## src/rtl/kttc_pkg.sv

```systemverilog
// ----------------------------------------------------------------------------
// kttc_pkg
// Shared types, dictionary words and per-family size data for the key-type
// token classifier.
// ----------------------------------------------------------------------------
package kttc_pkg;

    // Longest dictionary word is the generic DER role word.
    localparam int WORD_MAX_LEN = 11;
    localparam int WORD_IDX_W   = $clog2(WORD_MAX_LEN);
    localparam int WORD_LEN_W   = $clog2(WORD_MAX_LEN + 1);

    localparam int NUM_MODE  = 2;
    localparam int NUM_ROLE  = 4;
    localparam int NUM_FAM   = 25;
    localparam int NUM_WORDS = NUM_MODE + NUM_ROLE + NUM_FAM;

    localparam logic [7:0] COMMA_CHAR = 8'd44;
    localparam logic [7:0] END_CHAR   = 8'd0;

    // Role flag bit positions.
    localparam int ROLE_ATT     = 0;
    localparam int ROLE_PKEY    = 1;
    localparam int ROLE_CERT    = 2;
    localparam int ROLE_GEN_DER = 3;

    localparam logic [4:0] FAM_NONE    = 5'd0;
    localparam logic [4:0] FAM_CERT    = 5'd24;
    localparam logic [4:0] FAM_DER_KEY = 5'd25;

    typedef logic [WORD_MAX_LEN-1:0][7:0] token_chars_t;

    typedef struct packed {
        logic [8*WORD_MAX_LEN-1:0] text;  // last character in the low byte
        logic [WORD_LEN_W-1:0]     len;
    } dict_entry_t;

    typedef struct packed {
        logic [NUM_MODE-1:0] mode_hit;
        logic [NUM_ROLE-1:0] role_hit;
        logic [4:0]          family;
    } match_t;

    typedef struct packed {
        logic [11:0] pk_bytes;
        logic [12:0] sig_bytes;
        logic        sig_der;
    } fam_info_t;

    // Mode words, then role words, then family words in code order.
    localparam dict_entry_t DICT [NUM_WORDS] = '{
        '{text: "ExDSA",       len: 4'd5},
        '{text: "ECDH",        len: 4'd4},
        '{text: "ATT",         len: 4'd3},
        '{text: "PKEY",        len: 4'd4},
        '{text: "CERT",        len: 4'd4},
        '{text: "GENERIC_DER", len: 4'd11},
        '{text: "SECP256R1",   len: 4'd9},
        '{text: "SECP384R1",   len: 4'd9},
        '{text: "SECP521R1",   len: 4'd9},
        '{text: "SECP256K1",   len: 4'd9},
        '{text: "ED25519",     len: 4'd7},
        '{text: "ED448",       len: 4'd5},
        '{text: "CURVE25519",  len: 4'd10},
        '{text: "CURVE448",    len: 4'd8},
        '{text: "AES128",      len: 4'd6},
        '{text: "AES192",      len: 4'd6},
        '{text: "AES256",      len: 4'd6},
        '{text: "SHA2-256",    len: 4'd8},
        '{text: "SHA2-384",    len: 4'd8},
        '{text: "SHA2-512",    len: 4'd8},
        '{text: "SHA3-256",    len: 4'd8},
        '{text: "SHA3-384",    len: 4'd8},
        '{text: "SHA3-512",    len: 4'd8},
        '{text: "MLKEM512",    len: 4'd8},
        '{text: "MLKEM768",    len: 4'd8},
        '{text: "MLKEM1024",   len: 4'd9},
        '{text: "MLDSA44",     len: 4'd7},
        '{text: "MLDSA65",     len: 4'd7},
        '{text: "MLDSA87",     len: 4'd7},
        '{text: "CERT",        len: 4'd4},
        '{text: "DER_PKEY",    len: 4'd8}
    };

    // Entry i describes family code i + 1.
    localparam fam_info_t FAM_INFO [NUM_FAM] = '{
        '{12'd33,   13'd72,   1'b1},
        '{12'd49,   13'd104,  1'b1},
        '{12'd67,   13'd141,  1'b1},
        '{12'd33,   13'd72,   1'b1},
        '{12'd32,   13'd64,   1'b0},
        '{12'd57,   13'd114,  1'b0},
        '{12'd32,   13'd0,    1'b0},
        '{12'd56,   13'd0,    1'b0},
        '{12'd0,    13'd0,    1'b0},
        '{12'd0,    13'd0,    1'b0},
        '{12'd0,    13'd0,    1'b0},
        '{12'd0,    13'd0,    1'b0},
        '{12'd0,    13'd0,    1'b0},
        '{12'd0,    13'd0,    1'b0},
        '{12'd0,    13'd0,    1'b0},
        '{12'd0,    13'd0,    1'b0},
        '{12'd0,    13'd0,    1'b0},
        '{12'd800,  13'd0,    1'b0},
        '{12'd1184, 13'd0,    1'b0},
        '{12'd1568, 13'd0,    1'b0},
        '{12'd1312, 13'd2420, 1'b0},
        '{12'd1952, 13'd3309, 1'b0},
        '{12'd2592, 13'd4627, 1'b0},
        '{12'd0,    13'd0,    1'b0},
        '{12'd0,    13'd0,    1'b0}
    };

endpackage

```

## src/rtl/kttc_word_match.sv

```systemverilog
// ----------------------------------------------------------------------------
// kttc_word_match
// Compares the stored token against every dictionary word in parallel and
// reports the mode hit, the role hit or the first family hit.
// ----------------------------------------------------------------------------
module kttc_word_match (
    input  kttc_pkg::token_chars_t                tok_chars,
    input  logic [kttc_pkg::WORD_LEN_W-1:0]       tok_len,
    input  logic                                  tok_valid,
    output kttc_pkg::match_t                      result
);

    logic [kttc_pkg::NUM_WORDS-1:0] hit;
    logic                           mode_any;
    logic                           role_any;
    logic [4:0]                     fam_first;

    always_comb
    begin
        for (int w = 0; w < kttc_pkg::NUM_WORDS; w++)
        begin
            hit[w] = tok_valid && (tok_len == kttc_pkg::DICT[w].len);
            for (int i = 0; i < kttc_pkg::WORD_MAX_LEN; i++)
            begin
                if (i < int'(kttc_pkg::DICT[w].len))
                begin
                    hit[w] = hit[w] && (tok_chars[i] ==
                        kttc_pkg::DICT[w].text[8*(int'(kttc_pkg::DICT[w].len) - 1 - i) +: 8]);
                end
            end
        end
    end

    // Family words are distinct, so at most one family entry hits; the scan still keeps
    // the lowest family index.
    always_comb
    begin
        fam_first = kttc_pkg::FAM_NONE;
        for (int f = kttc_pkg::NUM_FAM - 1; f >= 0; f--)
        begin
            if (hit[kttc_pkg::NUM_MODE + kttc_pkg::NUM_ROLE + f])
            begin
                fam_first = 5'(f + 1);
            end
        end
    end

    assign mode_any = |hit[kttc_pkg::NUM_MODE-1:0];
    assign role_any = |hit[kttc_pkg::NUM_MODE +: kttc_pkg::NUM_ROLE];

    assign result.mode_hit = hit[kttc_pkg::NUM_MODE-1:0];
    assign result.role_hit = mode_any ? '0 : hit[kttc_pkg::NUM_MODE +: kttc_pkg::NUM_ROLE];
    assign result.family   = (mode_any || role_any) ? kttc_pkg::FAM_NONE : fam_first;

endmodule

```

## src/rtl/kttc_family_info.sv

```systemverilog
// ----------------------------------------------------------------------------
// kttc_family_info
// Looks up public key size, maximum signature size and DER flag of a family.
// ----------------------------------------------------------------------------
module kttc_family_info (
    input  logic [4:0]          family,
    output kttc_pkg::fam_info_t info
);

    logic [4:0] idx;

    assign idx = family - 5'd1;

    always_comb
    begin
        if (family != kttc_pkg::FAM_NONE && family <= 5'(kttc_pkg::NUM_FAM))
        begin
            info = kttc_pkg::FAM_INFO[idx];
        end
        else
        begin
            info = '0;
        end
    end

endmodule

```

## src/rtl/key_type_token_classifier.sv

```systemverilog
// ----------------------------------------------------------------------------
// key_type_token_classifier
// Splits a key-type string into comma-separated tokens and classifies them.
// ----------------------------------------------------------------------------
// Usage: the sender drives one string byte per item on char_byte with
// in_valid. Commas separate tokens and a zero byte ends the string. Only the
// ending byte produces a result item on the output channel, carrying the
// family code, the mode and role flags and the family's size data.
// Path: an accepted byte is first held in the input register; the result of an
// ending byte is then captured in the result register that drives the outputs.
// One byte is accepted every cycle while in_stall is low, set by the single
// pass from the input register through the token compare to the result register.
// While a result waits under out_stall, ordinary bytes still flow; only a
// second ending byte holds in the input register and raises in_stall.
// Reset clears the token length, overflow mark, family and flags and empties
// both registers; the token character store is written before it is read.
// After each result the token state returns to its reset value.
// ----------------------------------------------------------------------------
module key_type_token_classifier #(
    parameter int MAX_TOKEN_LEN = 16
) (
    input  logic        clk,
    input  logic        rst_n,
    input  logic        in_valid,
    output logic        in_stall,
    input  logic [7:0]  char_byte,
    output logic        out_valid,
    input  logic        out_stall,
    output logic [4:0]  family_code,
    output logic        mode_exdsa,
    output logic        mode_ecdh,
    output logic        role_att,
    output logic        role_pkey,
    output logic        role_cert,
    output logic        role_gen_der,
    output logic [11:0] public_key_bytes,
    output logic [12:0] signature_max_bytes,
    output logic        signature_is_der
);

    localparam int CNT_W = $clog2(MAX_TOKEN_LEN + 1);

    // Input register
    logic                  in_valid_reg, in_valid_next;
    logic [7:0]            in_byte_reg, in_byte_next;

    // Token and string state
    kttc_pkg::token_chars_t chars_reg, chars_next;
    logic [CNT_W-1:0]      len_reg, len_next;
    logic                  ovf_reg, ovf_next;
    logic [4:0]            fam_reg, fam_next;
    logic [kttc_pkg::NUM_MODE-1:0] mode_reg, mode_next;
    logic [kttc_pkg::NUM_ROLE-1:0] role_reg, role_next;

    // Result register
    logic                  out_valid_reg, out_valid_next;
    logic [4:0]            res_fam_reg, res_fam_next;
    logic [kttc_pkg::NUM_MODE-1:0] res_mode_reg, res_mode_next;
    logic [kttc_pkg::NUM_ROLE-1:0] res_role_reg, res_role_next;
    kttc_pkg::fam_info_t   res_info_reg, res_info_next;

    logic                  in_accept;
    logic                  is_end;
    logic                  is_comma;
    logic                  step_go;
    logic                  step;
    logic                  tok_valid;
    kttc_pkg::match_t      match;
    logic [kttc_pkg::NUM_MODE-1:0] mode_close;
    logic [kttc_pkg::NUM_ROLE-1:0] role_close;
    logic [4:0]            fam_close;
    logic [4:0]            fam_resolved;
    kttc_pkg::fam_info_t   fam_info;

    assign is_end   = (in_byte_reg == kttc_pkg::END_CHAR);
    assign is_comma = (in_byte_reg == kttc_pkg::COMMA_CHAR);

    // An ending byte must wait while the previous result is still held.
    assign step_go   = !(is_end && out_valid_reg && out_stall);
    assign step      = in_valid_reg && step_go;
    assign in_stall  = in_valid_reg && !step_go;
    assign in_accept = in_valid && !in_stall;

    // Only tokens no longer than the longest word can match anything.
    assign tok_valid = !ovf_reg && (len_reg <= CNT_W'(kttc_pkg::WORD_MAX_LEN));

    kttc_word_match u_match (
        .tok_chars (chars_reg),
        .tok_len   (kttc_pkg::WORD_LEN_W'(len_reg)),
        .tok_valid (tok_valid),
        .result    (match)
    );

    assign mode_close = mode_reg | match.mode_hit;
    assign role_close = role_reg | match.role_hit;
    assign fam_close  = (fam_reg != kttc_pkg::FAM_NONE) ? fam_reg : match.family;

    always_comb
    begin
        priority if (fam_close != kttc_pkg::FAM_NONE)
        begin
            fam_resolved = fam_close;
        end
        else if (role_close[kttc_pkg::ROLE_CERT])
        begin
            fam_resolved = kttc_pkg::FAM_CERT;
        end
        else if (role_close[kttc_pkg::ROLE_GEN_DER])
        begin
            fam_resolved = kttc_pkg::FAM_DER_KEY;
        end
        else
        begin
            fam_resolved = kttc_pkg::FAM_NONE;
        end
    end

    kttc_family_info u_info (
        .family (fam_resolved),
        .info   (fam_info)
    );

    always_comb
    begin
        in_valid_next  = in_valid_reg;
        in_byte_next   = in_byte_reg;
        chars_next     = chars_reg;
        len_next       = len_reg;
        ovf_next       = ovf_reg;
        fam_next       = fam_reg;
        mode_next      = mode_reg;
        role_next      = role_reg;
        out_valid_next = out_valid_reg && out_stall;
        res_fam_next   = res_fam_reg;
        res_mode_next  = res_mode_reg;
        res_role_next  = res_role_reg;
        res_info_next  = res_info_reg;

        if (step)
        begin
            in_valid_next = 1'b0;
        end
        if (in_accept)
        begin
            in_valid_next = 1'b1;
            in_byte_next  = char_byte;
        end

        if (step)
        begin
            if (is_end)
            begin
                out_valid_next = 1'b1;
                res_fam_next   = fam_resolved;
                res_mode_next  = mode_close;
                res_role_next  = role_close;
                res_info_next  = fam_info;
                len_next       = '0;
                ovf_next       = 1'b0;
                fam_next       = kttc_pkg::FAM_NONE;
                mode_next      = '0;
                role_next      = '0;
            end
            else if (is_comma)
            begin
                len_next  = '0;
                ovf_next  = 1'b0;
                fam_next  = fam_close;
                mode_next = mode_close;
                role_next = role_close;
            end
            else if (len_reg < CNT_W'(MAX_TOKEN_LEN))
            begin
                // Bytes past the longest word only need counting.
                if (len_reg < CNT_W'(kttc_pkg::WORD_MAX_LEN))
                begin
                    chars_next[len_reg[kttc_pkg::WORD_IDX_W-1:0]] = in_byte_reg;
                end
                len_next = len_reg + CNT_W'(1);
            end
            else
            begin
                ovf_next = 1'b1;
            end
        end
    end

    always_ff @(posedge clk or negedge rst_n)
    begin
        if (!rst_n)
        begin
            in_valid_reg  <= 1'b0;
            len_reg       <= '0;
            ovf_reg       <= 1'b0;
            fam_reg       <= kttc_pkg::FAM_NONE;
            mode_reg      <= '0;
            role_reg      <= '0;
            out_valid_reg <= 1'b0;
        end
        else
        begin
            in_valid_reg  <= in_valid_next;
            len_reg       <= len_next;
            ovf_reg       <= ovf_next;
            fam_reg       <= fam_next;
            mode_reg      <= mode_next;
            role_reg      <= role_next;
            out_valid_reg <= out_valid_next;
        end
    end

    always_ff @(posedge clk)
    begin
        in_byte_reg  <= in_byte_next;
        chars_reg    <= chars_next;
        res_fam_reg  <= res_fam_next;
        res_mode_reg <= res_mode_next;
        res_role_reg <= res_role_next;
        res_info_reg <= res_info_next;
    end

    assign out_valid           = out_valid_reg;
    assign family_code         = res_fam_reg;
    assign mode_exdsa          = res_mode_reg[0];
    assign mode_ecdh           = res_mode_reg[1];
    assign role_att            = res_role_reg[kttc_pkg::ROLE_ATT];
    assign role_pkey           = res_role_reg[kttc_pkg::ROLE_PKEY];
    assign role_cert           = res_role_reg[kttc_pkg::ROLE_CERT];
    assign role_gen_der        = res_role_reg[kttc_pkg::ROLE_GEN_DER];
    assign public_key_bytes    = res_info_reg.pk_bytes;
    assign signature_max_bytes = res_info_reg.sig_bytes;
    assign signature_is_der    = res_info_reg.sig_der;

`ifndef ASSERT_OFF
    a_end_clears_state: assert property (@(posedge clk) disable iff (!rst_n)
        (step && is_end) |=> (out_valid_reg && len_reg == '0 && !ovf_reg
            && fam_reg == kttc_pkg::FAM_NONE && mode_reg == '0 && role_reg == '0))
        else $error("token state not cleared after string end");

    a_len_bound: assert property (@(posedge clk) disable iff (!rst_n)
        len_reg <= CNT_W'(MAX_TOKEN_LEN))
        else $error("token length above limit");

    a_ovf_full: assert property (@(posedge clk) disable iff (!rst_n)
        ovf_reg |-> (len_reg == CNT_W'(MAX_TOKEN_LEN)))
        else $error("overflow marked on a token that is not full");

    a_fam_range: assert property (@(posedge clk) disable iff (!rst_n)
        out_valid_reg |-> (family_code <= 5'(kttc_pkg::NUM_FAM)))
        else $error("family code out of range");

    a_der_family: assert property (@(posedge clk) disable iff (!rst_n)
        (out_valid_reg && signature_is_der) |->
            (family_code >= 5'd1 && family_code <= 5'd4))
        else $error("DER signature flag on a non-ECDSA family");
`endif

endmodule

```

## config.mk

```make
export PLATFORM = sky130hd
export DESIGN_NAME = key_type_token_classifier
export DESIGN_NICKNAME = d
export VERILOG_FILES = /design/src/rtl/kttc_pkg.sv /design/src/rtl/kttc_word_match.sv /design/src/rtl/kttc_family_info.sv /design/src/rtl/key_type_token_classifier.sv
export SDC_FILE = /design/constraint.sdc
export NUM_CORES = 1
export LEC_CHECK = 0
export ABC_AREA = 1
export ABC_CLOCK_PERIOD_IN_PS = 4600
export BUFFER_PORTS_ARGS = -buffer_cell sky130_fd_sc_hd__buf_2
export CAP_MARGIN = 20
export CORE_ASPECT_RATIO = 1.25
export CORE_UTILIZATION = 50
export CTS_CLUSTER_SIZE = 12
export DETAILED_ROUTE_END_ITERATION = 6
export PLACE_DENSITY = 0.7
export REMOVE_ABC_BUFFERS = 1
export SLEW_MARGIN = 20
export SYNTH_ARGS = -nofsm -noshare
export SYNTH_HDL_FRONTEND = slang
export SYNTH_SLANG_ARGS = --single-unit
```

## constraint.sdc

```tcl
create_clock -name clk -period 4.6 [get_ports clk]
set_clock_uncertainty 0.15 [all_clocks]
set_input_delay 0.92 -clock clk [delete_from_list [all_inputs] [get_ports clk]]
set_output_delay 0.92 -clock clk [all_outputs]
set_load 0.01 [all_outputs]
```

==> impl_metrics.json <==
{
  "pre_cts_ws_ns": 0.403,
  "syn_inst": 951,
  "critPathRequiredTime_ns": 4.63,
  "placed_cells": 1214,
  "synthArstFlopShare": 0.128,
  "synth_edf_count": 129,
  "ir_worst_vdd_uv": 240,
  "cts.sinks": 148,
  "drive_above_1_share": 0.137,
  "final_common_cell": "nor2_1",
  "min_path_type": "input pin to asynchronous set/reset pin",
  "routed_wl_mm": 22.2,
  "worst_r2r_path_depth": 31,
  "root_buffer": "clkbuf_16",
  "grt_use_met1": 0.383,
  "clock_path_buffers": 2,
  "io_pins": 51,
  "max_freq_mhz": 239,
  "viasPerCell": 5.44,
  "layout_min_cycle_time_ns": 4.18,
  "use_met3": 0.0502,
  "end_kind": "flip-flop",
  "slew_headroom": 0.392,
  "grt_usage": 0.286,
  "yosys_warnings": 0,
  "n_antenna_cell": 0,
  "synth-xor-area-share": 0.00218,
  "synth_cell_types": 39,
  "seq_area_frac_synth": 0.541,
  "crit_path_frequent_cell": "nand2_1",
  "grt_max_degree": 34,
  "rrSetupSlack_ns": 0.42,
  "drtPass1Iterations": 5,
  "grt_pass1_vias": 6344,
  "antenna_found_initial": 0,
  "largest_reg_flops": 88,
  "wire_per_inst_um": 17.8,
  "ys_ff_latch": 148,
  "insertion_delay_ns": 0.43,
  "cts-buffers-inserted": 17,
  "yosys.area_share.simple": 0.330,
  "layout_common_cells": "nor2_1 (205), nand2_1 (159), inv_1 (152)",
  "grt.overflow.total": 0,
  "synthMuxAreaShare": 0,
  "synth-compound-area-share": 0.0251,
  "cts_tree": "built",
  "cp.arrival_ns": 4.22,
  "yosys.area_share.adder": 0.0187,
  "crit_fanout": 9,
  "die_h_um": 144,
  "setup_viol": 0,
  "slew_viol_final": 0,
  "drv_cap": 0,
  "dp_hpwl_mm": 17.3,
  "busiest_layer": "met2",
  "rows": 51,
  "power_density_nw_per_um2": 390,
  "syn_area_per_cell_um2": 8.45,
  "outcome": "finished clean",
  "grt_pass1_wl_mm": 34.2,
  "finalCoreUtilization": 0.585,
  "synth_top_family_by_area": "simple AND/OR/NAND/NOR gates",
  "worst_setup_path_start_kind": "flip-flop",
  "area_delta_synth_final_pct": 13.9,
  "synthesis.area_um2": 8030,
  "final-hold-violation-count": 0,
  "htree_levels": 4,
  "grt_use_met2": 0.447,
  "p_leak_nw": 3.73,
  "cts.hold.buffers_added": 0,
  "clkTransAtPathRegs_ns": 0.06,
  "coreArea_um2": 15600,
  "drt_iter0_markers": 598,
  "finalWeightedCongestion": 1.04,
  "fin_ws_ns": 0.416,
  "die_w_um": 115,
  "port_buffers": 49,
  "synth_ff_type": "edfxtp_1",
  "tightestPinTransition_ns": 0.909,
  "finalCritPeriodShare": 0.910,
  "initial_core_util": 0.514,
  "path_class": "flip-flop to flip-flop",
  "drcViolationCount": 0,
  "dieArea_um2": 16600,
  "layout.nets": 1045,
  "vias": 6773,
  "stdcell_count": 1246,
  "ant_nets": 0,
  "crit_slowest_cell": "dfrtp_1",
  "cpPeakStageDelay_ns": 0.43
}
through the flow:
| step | hold WS, ns | total power, W | TNS, ns | area [um2] |
|---|---|---|---|---|
| finish | 0.274 | 0.00356 | 0 | 9150 |
| CTS | 0.267 | 0.00358 | 0 | 9130 |
| global placement | 0.343 | 0.00223 | 0 | 8560 |
| global route | 0.304 | 0.00371 | -0.00327 | 9150 |
| floorplan | 0.304 | 0.00205 | 0 | 7990 |
| detailed placement | 0.348 | 0.00224 | 0 | 8560 |
worst max-delay path, delay by kind of cell, from the launching register on:
kind                       cells  cell delay [ns]
buffers and inverters          8             0.66
adders and majority gates      3             0.67
DFF                            1             0.43
and+or+nand+nor               20             1.99
cell type report:
| type | instances | area, um2 |
|---|---|---|
| clock buffers | 17 | 425 |
| well taps | 212 | 265 |
| inverters | 164 | 618 |
| fillers | 1387 | 6480 |
| multi-input cells | 633 | 3040 |
| repair buffers | 57 | 305 |
| flip-flops and latches | 148 | 4350 |
| clock inverters | 15 | 144 |
per-layer routing:
| metal | vias to the layer above | part of all wire |
|---|---|---|
| li1 | 3270 | - |
| met4 | 0 | 0.044 |
| met5 | - | 0 |
| met2 | 288 | 0.46 |
| met1 | 3156 | 0.42 |
| met3 | 59 | 0.074 |
power breakdown:
part	leakage, nW	total [W]	internal (W)	switching, W
logic	2.04	0.000572	0.000152	0.000420
registers	1.43	0.00165	0.00157	0.0000803
clock network	0.269	0.00134	0.000756	0.000587
cell families (layout without fill, tap and decap cells):
family,count (synthesis),after routing
AO/OA/AOI/OAI,37,37
XOR/XNOR,2,2
adder cells (fa/ha/maj),12,12
buffers and inverters,170,253
flip-flops,148,148
other,1,1
AND/OR/NAND/NOR,581,581
Yosys cell counts (all sizes together) (11+ instances only):
cell | count | share of area
edfxtp | 129 | 0.48
nand3 | 83 | 0.054
a21oi | 11 | 0.0069
nand4 | 39 | 0.030
nor3 | 37 | 0.023
inv | 163 | 0.076
nand2 | 175 | 0.089
ha | 12 | 0.019
o21ai | 19 | 0.012
nor2 | 224 | 0.11
dfrtp | 19 | 0.059
timing repair:
action | in CTS | in global routing
gates resized for setup | 0 | 7
buffers inserted | 0 | 0
setup endpoints to repair | 0 | 8
final timing paths:
| check | startpoint | end |
|---|---|---|
| max | len_reg[0]$_DFFE_PN0P_ | signature_max_bytes[2]$_SDFFCE_PP0P_ |
| min | rst_n | role_reg[0]$_DFFE_PN0P_ |
| max reg2reg | len_reg[0]$_DFFE_PN0P_ | signature_max_bytes[2]$_SDFFCE_PP0P_ |
| min reg2reg | out_valid$_DFF_PN0_ | out_valid$_DFF_PN0_ |
| max in group asynchronous | rst_n | mode_reg[0]$_DFFE_PN0P_ |
| min in group clk | out_valid$_DFF_PN0_ | out_valid$_DFF_PN0_ |
(Power assumes the default switching activity.)
